$ cat src/rtl/htrle_pkg.sv
// Package for the Huffman tree decoder with run-length expansion.
// Holds function codes, queue entry and state types, and fixed constants.
// No dependencies.
`timescale 1ns / 1ps

package htrle_pkg;

    localparam logic [1:0] FUNC_BYTE    = 2'd0;
    localparam logic [1:0] FUNC_LOAD    = 2'd1;
    localparam logic [1:0] FUNC_RESTART = 2'd2;

    localparam logic [7:0] RUN_MARK = 8'h90;
    localparam logic [8:0] END_SYM  = 9'd256;
    localparam logic [9:0] END_LEAF = 10'h2FF;

    localparam int QUEUE_DEPTH = 2;
    localparam int QPTR_W      = $clog2(QUEUE_DEPTH);
    localparam int QCNT_W      = $clog2(QUEUE_DEPTH + 1);

    typedef enum logic [1:0] {
        KIND_BYTE,
        KIND_LOAD,
        KIND_RESTART
    } cmd_kind_t;

    typedef struct packed {
        cmd_kind_t   kind;
        logic [7:0]  data_byte;
        logic [7:0]  node_index;
        logic [9:0]  zero_child;
        logic [9:0]  one_child;
    } queue_entry_t;

    typedef enum logic [2:0] {
        ST_IDLE  = 3'b001,
        ST_WALK  = 3'b010,
        ST_FLUSH = 3'b100
    } back_state_t;

    typedef struct packed {
        logic       [7:0] out_byte;
        logic       [7:0] repeat_res;
        logic             end_of_stream;
        logic             error;
    } result_t;

endpackage

$ cat src/rtl/htrle_ifs.sv
// Channel interfaces of the Huffman tree decoder: input items and result items.
// Valid/ready handshake with source and sink modports. No dependencies.
`timescale 1ns / 1ps

interface htrle_item_if;
    logic              valid;
    logic              ready;
    logic [1:0]        func;
    logic [7:0]        compressed_byte;
    logic [7:0]        node_index;
    logic signed [9:0] zero_child;
    logic signed [9:0] one_child;

    modport source (
        output valid, func, compressed_byte, node_index, zero_child, one_child,
        input  ready
    );
    modport sink (
        input  valid, func, compressed_byte, node_index, zero_child, one_child,
        output ready
    );
endinterface


$ cat src/rtl/htrle_queue.sv
// Short first-in first-out queue of classified items between front and back.
// Depends on htrle_pkg for the entry type and depth.
`timescale 1ns / 1ps

module htrle_queue (
    input  logic                  clk,
    input  logic                  rst_n,
    input  logic                  push,
    input  htrle_pkg::queue_entry_t push_data,
    output logic                  full,
    input  logic                  pop,
    output htrle_pkg::queue_entry_t pop_data,
    output logic                  empty
);
    import htrle_pkg::*;

    queue_entry_t        slot_reg [QUEUE_DEPTH];
    logic [QPTR_W-1:0]   wr_ptr_reg;
    logic [QPTR_W-1:0]   wr_ptr_next;
    logic [QPTR_W-1:0]   rd_ptr_reg;
    logic [QPTR_W-1:0]   rd_ptr_next;
    logic [QCNT_W-1:0]   count_reg;
    logic [QCNT_W-1:0]   count_next;
    logic                do_push;
    logic                do_pop;

    assign full     = (count_reg == QCNT_W'(QUEUE_DEPTH));
    assign empty    = (count_reg == '0);
    assign pop_data = slot_reg[rd_ptr_reg];
    assign do_push  = push && !full;
    assign do_pop   = pop && !empty;

    always_comb
    begin
        wr_ptr_next = wr_ptr_reg;
        rd_ptr_next = rd_ptr_reg;
        count_next  = count_reg;
        if (do_push)
        begin
            wr_ptr_next = (wr_ptr_reg == QPTR_W'(QUEUE_DEPTH - 1)) ? '0 : wr_ptr_reg + 1'b1;
        end
        if (do_pop)
        begin
            rd_ptr_next = (rd_ptr_reg == QPTR_W'(QUEUE_DEPTH - 1)) ? '0 : rd_ptr_reg + 1'b1;
        end
        if (do_push && !do_pop)
        begin
            count_next = count_reg + 1'b1;
        end
        else if (do_pop && !do_push)
        begin
            count_next = count_reg - 1'b1;
        end
    end

    always_ff @(posedge clk or negedge rst_n)
    begin
        if (!rst_n)
        begin
            wr_ptr_reg <= '0;
            rd_ptr_reg <= '0;
            count_reg  <= '0;
        end
        else
        begin
            wr_ptr_reg <= wr_ptr_next;
            rd_ptr_reg <= rd_ptr_next;
            count_reg  <= count_next;
        end
    end

    always_ff @(posedge clk)
    begin
        if (do_push)
        begin
            slot_reg[wr_ptr_reg] <= push_data;
        end
    end

endmodule

$ cat src/rtl/htrle_front.sv
// Front end: accepts input items, classifies them and queues the useful ones.
// Depends on htrle_pkg, htrle_ifs and htrle_queue.
`timescale 1ns / 1ps

module htrle_front #(
    parameter int TREE_NODES = 256
) (
    input  logic                   clk,
    input  logic                   rst_n,
    htrle_item_if.sink             items,
    input  logic                   pop,
    output htrle_pkg::queue_entry_t pop_data,
    output logic                   empty
);
    import htrle_pkg::*;

    queue_entry_t entry;
    logic         keep;
    logic         full;

    always_comb
    begin
        entry.kind       = KIND_BYTE;
        entry.data_byte  = items.compressed_byte;
        entry.node_index = items.node_index;
        entry.zero_child = items.zero_child;
        entry.one_child  = items.one_child;
        keep             = 1'b0;
        unique case (items.func)
            FUNC_BYTE:
            begin
                entry.kind = KIND_BYTE;
                keep       = 1'b1;
            end
            FUNC_LOAD:
            begin
                entry.kind = KIND_LOAD;
                keep       = ({1'b0, items.node_index} < 9'(TREE_NODES));
            end
            FUNC_RESTART:
            begin
                entry.kind = KIND_RESTART;
                keep       = 1'b1;
            end
            default:
            begin
                keep = 1'b0;
            end
        endcase
    end

    assign items.ready = !full;

    htrle_queue u_queue (
        .clk       (clk),
        .rst_n     (rst_n),
        .push      (items.valid && keep),
        .push_data (entry),
        .full      (full),
        .pop       (pop),
        .pop_data  (pop_data),
        .empty     (empty)
    );

endmodule

$ cat src/flat_wrapper.sv
// flat-port wrapper written by rule: the top's interface ports become plain ports
module htrle_front_flat import htrle_pkg::*;
#(
    parameter int TREE_NODES = 256
)
  (clk, rst_n, pop, pop_data, empty, items_valid, items_func, items_compressed_byte, items_node_index, items_zero_child, items_one_child, items_ready);
  htrle_item_if items_i ();
  input  logic clk;
  input  logic rst_n;
  input  logic pop;
  output htrle_pkg::queue_entry_t pop_data;
  output logic empty;
  input wire logic [$bits(items_i.valid)-1:0] items_valid;
  input wire logic [$bits(items_i.func)-1:0] items_func;
  input wire logic [$bits(items_i.compressed_byte)-1:0] items_compressed_byte;
  input wire logic [$bits(items_i.node_index)-1:0] items_node_index;
  input wire logic [$bits(items_i.zero_child)-1:0] items_zero_child;
  input wire logic [$bits(items_i.one_child)-1:0] items_one_child;
  output wire logic [$bits(items_i.ready)-1:0] items_ready;
  assign items_i.valid = items_valid;
  assign items_i.func = items_func;
  assign items_i.compressed_byte = items_compressed_byte;
  assign items_i.node_index = items_node_index;
  assign items_i.zero_child = items_zero_child;
  assign items_i.one_child = items_one_child;
  assign items_ready = items_i.ready;
  htrle_front #(.TREE_NODES(TREE_NODES)) u_core (.clk(clk), .rst_n(rst_n), .items(items_i), .pop(pop), .pop_data(pop_data), .empty(empty));
endmodule
$ cat config.mk
export PLATFORM = sky130hd
export DESIGN_NAME = htrle_front_flat
export DESIGN_NICKNAME = d
export VERILOG_FILES = /design/src/rtl/htrle_pkg.sv /design/src/rtl/htrle_ifs.sv /design/src/rtl/htrle_queue.sv /design/src/rtl/htrle_front.sv /design/src/flat_wrapper.sv
export SDC_FILE = /design/constraint.sdc
export NUM_CORES = 1
export LEC_CHECK = 0
export ABC_AREA = 1
export BUFFER_PORTS_ARGS = -buffer_cell sky130_fd_sc_hd__buf_2
export CAP_MARGIN = 20
export CORE_MARGIN = 4
export CORE_UTILIZATION = 40
export CTS_BUF_LIST = sky130_fd_sc_hd__clkbuf_2
export CTS_CLUSTER_SIZE = 12
export DETAILED_ROUTE_END_ITERATION = 16
export PLACE_DENSITY = 0.76
export SETUP_SLACK_MARGIN = 0.5
export SKIP_LAST_GASP = 1
export SLEW_MARGIN = 20
export SYNTH_ARGS = -nofsm -noshare
export SYNTH_HDL_FRONTEND = slang
export SYNTH_SLANG_ARGS = --single-unit
$ cat constraint.sdc
create_clock -name clk -period 4 [get_ports clk]
set_input_delay 0.8 -clock clk [delete_from_list [all_inputs] [get_ports clk]]
set_output_delay 0.8 -clock clk [all_outputs]
set_load 0.03 [all_outputs]
# ---- Word-level counts from Yosys, hierarchy flattened
# Memory sizes are Yosys's and may differ from the RTL's.
# Index checks and enable logic that the tools add are counted.
dict set report classes {
  muxes 8
  n_addsub 4
  n_eq_ne 3
  n_reduce_logical 13
}
# cell count
set ops {}
lappend ops {{logical AND 1 bit} 5}
lappend ops {{2-to-1 mux 1 bit} 5}
lappend ops {{equality test 2 bit, second input constant} 2}
lappend ops {{logical NOT 1 bit} 4}
lappend ops {{logical NOT 2 bit} 2}
lappend ops {{2-to-1 mux 2 bit} 2}
lappend ops {{one-hot mux 2 bit (2 select lines)} 1}
lappend ops {{OR reduction 3 bit} 1}
lappend ops {{adder 1 bit, second input constant} 2}
lappend ops {{adder 2 x 1 -> 2 bit, second input constant} 1}
lappend ops {{equality test 2 x 1 -> 1 bit, second input constant} 1}
lappend ops {{nonzero test 2 bit} 1}
lappend ops {{subtractor 2 x 1 -> 2 bit, second input constant} 1}
dict set report totals {
  elab_cells 32
  reg_bits 4
  ram_bits 76
  inputBits 42
  n_memories 1
}
# memory depth word_bits rd rd_ports_with_merged_regs write_ports line
set mem_list {}
lappend mem_list {u_core.u_queue.slot_reg 2 38 1 0 1 htrle_queue.sv:17} ;# queue_entry_t slot_reg [QUEUE_DEPTH];

# ---- Depth between registers and ports, before layout
# Gate-level depths: netlist (run 1).
dict set report depth {
  ltp_word 9
  mapped_depth 10
  mapped_depth_nobuf 10
}

# ---- Modules after synthesis
# Synthesis (run 1) repeated with hierarchy kept, for this count alone.
dict set report unflattened {
  cells_unflattened 237
  area_unflattened_um2 3014.1
}
# mod n_inst seq_area_each_um2 area_per_inst_um2 cells_per_inst
set by_module_without_submodules {}
lappend by_module_without_submodules {htrle_queue 1 2382.3 2986.6 230}
lappend by_module_without_submodules {htrle_front 1 0.0 27.5 7}

# ---- Least setup slack after synthesis (run 1)
# No wires, ideal clock.
dict set report synth_path {
  kind {input -> register}
  start {input items_func[1]}
  end {memory u_core.u_queue.slot_reg[1][0] (netlist bit), enable pin}
  arrival_ns 2.610
  cell_stages 3
  setup_slack_ns 0.957
  setup_time_ns 0.433
  path_cell_list {nand2_1 nand3_1 nor2_1}
}
dict set report synth_via {
  elab_chain_len 7
}
# element line
set synth_lines {}
lappend synth_lines {{start, declared} flat_wrapper.sv:14} ;# input wire logic [$bits(items_i.func)-1:0] items_func;
lappend synth_lines {{equality test 2 x 1 -> 1 bit, or another cell as far along} htrle_front.sv:29} ;# unique case (items.func)
lappend synth_lines {{OR reduction 3 bit (no line) *} n/a}
lappend synth_lines {{2-to-1 mux 1 bit *} htrle_front.sv:29}
lappend synth_lines {{logical AND 1 bit *} htrle_front.sv:57} ;# .push (items.valid && keep),
lappend synth_lines {{logical AND 1 bit *} htrle_queue.sv:30} ;# assign do_push = push && !full;
lappend synth_lines {{2-to-1 mux 1 bit *} htrle_queue.sv:74} ;# if (do_push)
lappend synth_lines {{2-to-1 mux 1 bit (implied by the code) *} htrle_queue.sv:76} ;# slot_reg[wr_ptr_reg] <= push_data;
lappend synth_lines {{end, declared} htrle_queue.sv:17}
# Mark *: on every way between the ends. The rest lies on a longest branch, timed or not.

==> impl_metrics.csv, run 1 <==
group,metric,value,unit
placement,dp.final_hpwl,3480,microns
outcome,status,"completed",
global_route,grt_max_degree,40,
clock_network,cts_buffers,9,
finish,largest_reg_flops,76,
clock_network,clock_latency,0.47,ns
route,ant_nets,0,
global_route,met3_usage,3.19,%
synthesis,synth_warnings,0,
timing,setup_viol,0,
global_route,first_global_vias,1814,
global_route,met2_usage,21.7,%
worst_setup_path,path_delay_family,"buffers and inverters",
floorplanning,core_area,7290,sq um
synthesis,synth_fp_nets,277,
finish,antenna_cells,0,
global_route,busiest_layer,"met2",
finish,final_nets,364,
route,drt-initial-drc-count,73,
route,drc,0,
worst_setup_path,crit_start,"u_core.u_queue.rd_ptr_reg",
floorplanning,die_x,94.7,microns
placement,io_buffers,81,
clock_network,cts_hold_buf,0,
timing,min_period_over_period,66.4,%
global_route,grt_pass1_wl,8280,microns
timing,worst_slew_pin_slew,0.697,ns
power,power.internal,1510,uW
timing,fmax,0.376,GHz
power,p_sw,1130,uW
timing,hold_violations,0,
finish,mostFrequentLayoutCells,"nand2_1 (124), buf_2 (81), edfxtp_1 (76), clkbuf_2 (9), inv_1 (8)",
timing,fin_crit,2.66,ns
clock_network,clock-sinks,80,
worst_setup_path,start_kind,"flip-flop",
synthesis,ys_ff_latch,80,
finish,fin_util,49.8,%
finish,final_common_cell,"nand2_1",
floorplanning,ios,82,
timing,relSlewSlack,53.5,%
floorplanning,die_area,8960,sq um
synthesis,syn_inst,234,
worst_setup_path,required,3.20,ns
placement,globalplace.congestion,0.691,
worst_setup_path,cp_max_fo,39,
worst_setup_path,path_cells,"inv_2 > nand2_1 > nand2_1 > buf_2",
floorplanning,die_height,94.7,microns
worst_setup_path,path_class,"flip-flop to output pin",
route,finalWirelength,5390,microns
power,p_clk_share,14.4,%
clock_network,post_cts_resized,0,
global_route,gr-usage-all-layers,12.4,%
synthesis,syn_area,3000,sq um
global_route,grtUsageMet1,13.9,%
power,seqPwrFrac,43.2,%
floorplanning,rows,31,
global_route,antenna_found_initial,0,
timing,rsz0062_at_grt,"false",
route,via_count,1893,
synthesis,avgSynthCellArea,12.8,sq um
finish,drive_above_1_share,30.2,%
route,wl_per_cell,12.7,microns
worst_setup_path,cpMostUsedCell,"nand2_1",
synthesis,synth.yosys.seq_area_share,79.3,%
route,dr.pass1.iters,4,
clock_network,post_cts_buffers,0,
power,p_comb_share,42.4,%
clock_network,clockBufferDepth,2,
worst_setup_path,crit_slowest_cell,"inv_2",
worst_setup_path,max_stage_delay,0.52,ns
clock_network,clkSlewWorstSetupHoldPaths,0.19,ns
finish,n_fill_cell,682,
clock_network,cts_tree,"built",
power,peakVddDrop,0.000381,V
clock_network,htree_levels,3,
worst_setup_path,crit_buf_inv,2,
floorplanning,start_util,41.2,%
power,powerDensity,727,nW/um^2
power,p_leak,0.00160,uW
worst_setup_path,worstSetupEndpointType,"output pin",
finish,multiInputGateArea,544,sq um
hold_path,min_path_type,"input port to async pin",
worst_setup_path,worstPathArrival,1.86,ns
synthesis,synth.distinct_cells,14,
global_route,overflow,0,
finish,regArea,2380,sq um
timing,skew,0.0120,ns
finish,syn2layout_area_growth,20.9,%
timing,setup_tns,0,ns
power,p_sw_share,42.7,%
route,vias_per_cell,4.46,
worst_setup_path,r2r_start,"u_core.u_queue.count_reg[0]",
timing,final_max_slew_viol_count,0,
run,drv_cap,0,
clock_network,root_buffer,"clkbuf_2",
==> cell usage after synthesis <==
library cell  number  area share [%]
buf_2              5            0.83
dfrtp_1            4             3.3
o21ai_0            1            0.17
nand3_1            2            0.33
nand4_1            2            0.42
edfxtp_1          76              76
inv_1              9             1.1
nand2_1          124              15
inv_2              1            0.12
nand3b_1           1            0.25
buf_4              3            0.75
xnor2_1            1            0.29
nor2_1             4            0.50
ha_1               1            0.42
==> area by class of cell <==
class                           count  area share [%]
Clock buffer                        9            1.24
Clock inverter                      6            1.41
Inverter                           10            1.03
Multi-Input combinational cell    136            15.0
Sequential cell                    80            65.6
Tap cell                           99            3.41
Timing Repair Buffer               84            12.3
==> final timing paths <==
| check | cells past startpoint | endpoint | slack [ns] |
|---|---|---|---|
| setup / recovery | 4 | pop_data[15] | 1.34 |
| hold / removal | 1 | u_core.u_queue.count_reg[0] | 0.08 |
| setup reg to reg | 5 | u_core.u_queue.slot_reg[1][5] | 2.18 |
| hold reg to reg | 2 | u_core.u_queue.wr_ptr_reg | 0.52 |
| max in group asynchronous | 1 | u_core.u_queue.count_reg[1] | 3.80 |
| min in group clk | 1 | u_core.u_queue.slot_reg[1][6] | 0.49 |
==> layer usage <==
layer | vias to the layer above | routed length [microns]
li1 | 950 | -
met1 | 868 | 2230
met2 | 65 | 2650
met3 | 10 | 408
met4 | 0 | 93
met5 | - | 0
==> metrics by stage <==
stage,cells,instance area [sq um],hold WS (ns),total power (uW),setup slack [ns]
2_1_floorplan,234,3000,0.442,1970,0.957
3_3_place_gp,408,3510,0.455,2270,1.58
3_5_place_dp,408,3510,0.478,2290,1.53
4_1_cts,423,3600,0.0353,2670,1.26
5_1_grt,424,3630,0.0226,2820,1.13
6_report,424,3630,0.0823,2640,1.34
==> power by group through the flow <==
stage | clock [uW] | combinational (uW) | sequential, uW
after floorplan | 0 | 810 | 1160
after detailed placement | 0 | 1130 | 1160
after global placement | 0 | 1110 | 1160
after CTS | 393 | 1130 | 1140
final | 379 | 1120 | 1140
after global routing | 431 | 1230 | 1150
==> cell families after synthesis <==
logic type | count (synthesis) | share of synthesized area (%)
buf+inv | 18 | 2.83
xor+xnor | 1 | 0.292
flops | 80 | 79.3
compound gates | 1 | 0.166
fa+ha+maj | 1 | 0.416
simple gates | 133 | 17.0
Power figures use the tool's default switching activity.
==> inputs of run 2 (changes only) <==
--- a/config.mk
+++ b/config.mk
@@ -5,7 +5,7 @@
 export SDC_FILE = /design/constraint.sdc
 export NUM_CORES = 1
 export LEC_CHECK = 0
-export ABC_AREA = 1
+export ABC_AREA = 0
 export BUFFER_PORTS_ARGS = -buffer_cell sky130_fd_sc_hd__buf_2
 export CAP_MARGIN = 20
 export CORE_MARGIN = 4
==> constraint.sdc (replaced) <==
create_clock -name clk -period 2.56 [get_ports clk]
set_input_delay 0.512 -clock clk [delete_from_list [all_inputs] [get_ports clk]]
set_output_delay 0.512 -clock clk [all_outputs]
set_load 0.03 [all_outputs]
==> run 2 against run 1 <==
Net effect:
- routed wire length shrank 2.6%
- register-to-register slack lost 1.5 ns
- critical path depth shrank 1
- sequential cell count is the same
- via count shrank 19%
- combinational power grew 58%
- synthesized cell count shrank 40%
- total power grew 66%
- final area grew 5.0%
- critical path type unchanged
- critical endpoint is now pop_data[26]
- highest routed layer unchanged
==> impl_metrics.csv, run 2 <==
group,metric,value,unit
hold_path,holdPathEnd,"u_core.u_queue.slot_reg[1][35]",
clock_network,root_buffer,"clkbuf_2",
power,peakVddDrop,0.000576,V
synthesis,ys_ff_latch,80,
finish,mostFrequentLayoutCells,"edfxtp_1 (76), buf_2 (75), mux2_2 (28), mux2_4 (10), clkbuf_2 (9)",
clock_network,clkSlewWorstSetupHoldPaths,0.24,ns
global_route,grt_pass1_wl,7760,microns
power,p_comb_share,40.5,%
finish,fin_util,52.6,%
global_route,gr-usage-all-layers,12.0,%
synthesis,synth_top_cell_by_area,"edfxtp_1",
synthesis,synth.yosys.seq_area_share,79.4,%
timing,hold_violations,0,
route,drc,0,
synthesis,avgSynthCellArea,21.4,sq um
timing,fmax,0.448,GHz
synthesis,synth_warnings,0,
finish,final_common_cell,"edfxtp_1",
synthesis,synthTopCellsByCount,"edfxtp_1 (76), mux2_2 (28), mux2_4 (10)",
placement,dp.final_hpwl,3460,microns
route,dr.pass1.iters,4,
clock_network,cts_tree,"built",
synthesis,synth_flop_cell,"edfxtp_1",
placement,globalplace.congestion,0.647,
worst_setup_path,worstPathArrival,1.72,ns
finish,syn2layout_area_growth,27.1,%
worst_setup_path,crit_slowest_cell,"dfrtp_4",
floorplanning,die_area,8950,sq um
power,powerDensity,1150,nW/um^2
worst_setup_path,r2r-end,"u_core.u_queue.slot_reg[0][36]",
route,wl_per_cell,15.4,microns
finish,final_nets,279,
route,via_count,1540,
floorplanning,die_x,94.6,microns
global_route,grt_max_degree,27,
timing,fin_crit,2.23,ns
synthesis,synth_fp_nets,183,
clock_network,clockBufferDepth,2,
global_route,antenna_found_initial,0,
synthesis,syn_inst,140,
timing,min_period_over_period,87.3,%
clock_network,clock_latency,0.51,ns
timing,worst_slew_pin_slew,0.543,ns
worst_setup_path,r2r_start,"u_core.u_queue.count_reg[0]",
clock_network,cts_buffers,9,
worst_setup_path,crit_buf_inv,2,
worst_setup_path,path_delay_family,"flip-flops",
synthesis,synth_top_cells_by_area,"edfxtp_1 (76%), mux2_2 (11%), mux2_4 (5.0%)",
route,ant_nets,0,
worst_setup_path,max_stage_delay,0.53,ns
worst_setup_path,worstSetupEndpointType,"output pin",
worst_setup_path,cp_max_fo,16,
route,finalWirelength,5250,microns
synthesis,synth_top_area_share,76.1,%
placement,io_buffers,81,
worst_setup_path,start_kind,"flip-flop",
power,p_sw_share,36.2,%
timing,skew,0.0279,ns
timing,rsz0062_at_grt,"true",
timing,final_max_slew_viol_count,0,
clock_network,clock-sinks,80,
power,p_clk_share,17.9,%
worst_setup_path,path_cells,"buf_12 > mux2_2 > buf_2",
synthesis,synth.distinct_cells,17,
clock_network,htree_levels,3,
timing,hold_slack,0.164,ns
floorplanning,ios,82,
outcome,status,"completed",
power,p_sw,1590,uW
global_route,first_global_vias,1634,
route,drt-initial-drc-count,63,
timing,setup_tns,0,ns
worst_setup_path,worst_r2r_path_depth,4,
worst_setup_path,regToRegSetupSlack,0.67,ns
floorplanning,start_util,41.4,%
finish,largest_reg_flops,76,
power,power.internal,2800,uW
power,seqPwrFrac,41.6,%
route,vias_per_cell,4.53,
synthesis,syn_area,3000,sq um
timing,setup_viol,0,
synthesis,synth_edf_count,76,
floorplanning,die_height,94.6,microns
worst_setup_path,crit_start,"u_core.u_queue.rd_ptr_reg",
hold_path,holdPathStages,1,
hold_path,min_path_type,"input port to flip-flop",
hold_path,min-delay-start,"items_compressed_byte[7]",
synthesis,synth-async-reset-ratio,5.00,%
power,p_leak,0.00147,uW
run,drv_cap,0,
floorplanning,rows,31,
finish,antenna_cells,0,
timing,relSlewSlack,63.7,%
synthesis,synth_most_common_cell,"edfxtp_1",
floorplanning,core_area,7250,sq um
worst_setup_path,path_class,"flip-flop to output pin",
finish,drive_above_1_share,60.2,%
global_route,overflow,0,
worst_setup_path,required,2.05,ns
run 2: changes by cell type in the layout (fill, tap and decap cells not counted), moves of 3 or more:
cell | before | now
inv_1 | 8 | 2
buf_2 | 81 | 75
nand2_1 | 124 | 1
mux2_4 | 0 | 10
mux2_2 | 0 | 28
buf_6 | 0 | 7
buf_12 | 0 | 3
clkinv_1 | 4 | 0
run 2: worst max-delay path by stage:
stage                                          end  slack (ns)  cells past startpoint
floorplan            u_core.u_queue.slot_reg[0][0]        0.16                      3
global placement    u_core.u_queue.slot_reg[0][36]        0.54                      5
detailed placement  u_core.u_queue.slot_reg[0][35]        0.50                      5
CTS                                   pop_data[27]        0.23                      3
global route                          pop_data[24]        0.18                      3
finish                                pop_data[26]        0.33                      3
run 2: per-layer routing:
layer  vias up  track usage [%]  wire (microns)
met5         -                0               0
met4         0             6.85             116
met3         8             3.59             294
met2        55             19.8            2670
met1       743             13.9            2170
li1        734                -               -
run 2: kinds of logic after synthesis:
logic type,count (synthesis),share of synthesized area (%)
adders and majority gates,1,0.417
and+or+nand+nor,9,1.42
buffers and inverters,6,1.63
muxes,38,15.5
xor gates and xnor gates,5,1.46
AOI/OAI and AO/OA,1,0.167
DFF,80,79.4
run 2: stage by stage:
stage               setup WS (ns)  cell area [sq um]  power [uW]  instances
finish                      0.325               3810        4380        340
global route                0.184               3810        4600        340
CTS                         0.232               3740        4330        338
detailed placement          0.501               3560        3500        320
global placement            0.542               3560        3460        320
floorplan                   0.156               3010        3070        140
run 2: what timing repair did:
item | 4_1_cts | 5_1_grt
endpoints found under the setup margin | 38 | 38
setup buffers | 1 | 0
hold buffers | 1 | 0
gates resized for setup | 1 | 18
gates cloned | 0 | 2
endpoints found under the hold margin | 4 | 0
run 2: layout make-up:
type / instances / area (sq um)
Clock inverter: 7 / 104
Inverter: 2 / 7.51
Multi-Input combinational cell: 54 / 584
Clock buffer: 9 / 45.0
Fill cell: 604 / 3440
Tap cell: 99 / 124
Timing Repair Buffer: 89 / 564
Sequential cell: 80 / 2390
run 2: power groups by stage:
| stage | clock network (uW) | logic [uW] | registers [uW] |
|---|---|---|---|
| 2_1_floorplan | 0 | 1250 | 1810 |
| 3_3_place_gp | 0 | 1590 | 1870 |
| 3_5_place_dp | 0 | 1600 | 1890 |
| 4_1_cts | 815 | 1700 | 1820 |
| 5_1_grt | 867 | 1890 | 1850 |
| 6_report | 784 | 1770 | 1820 |
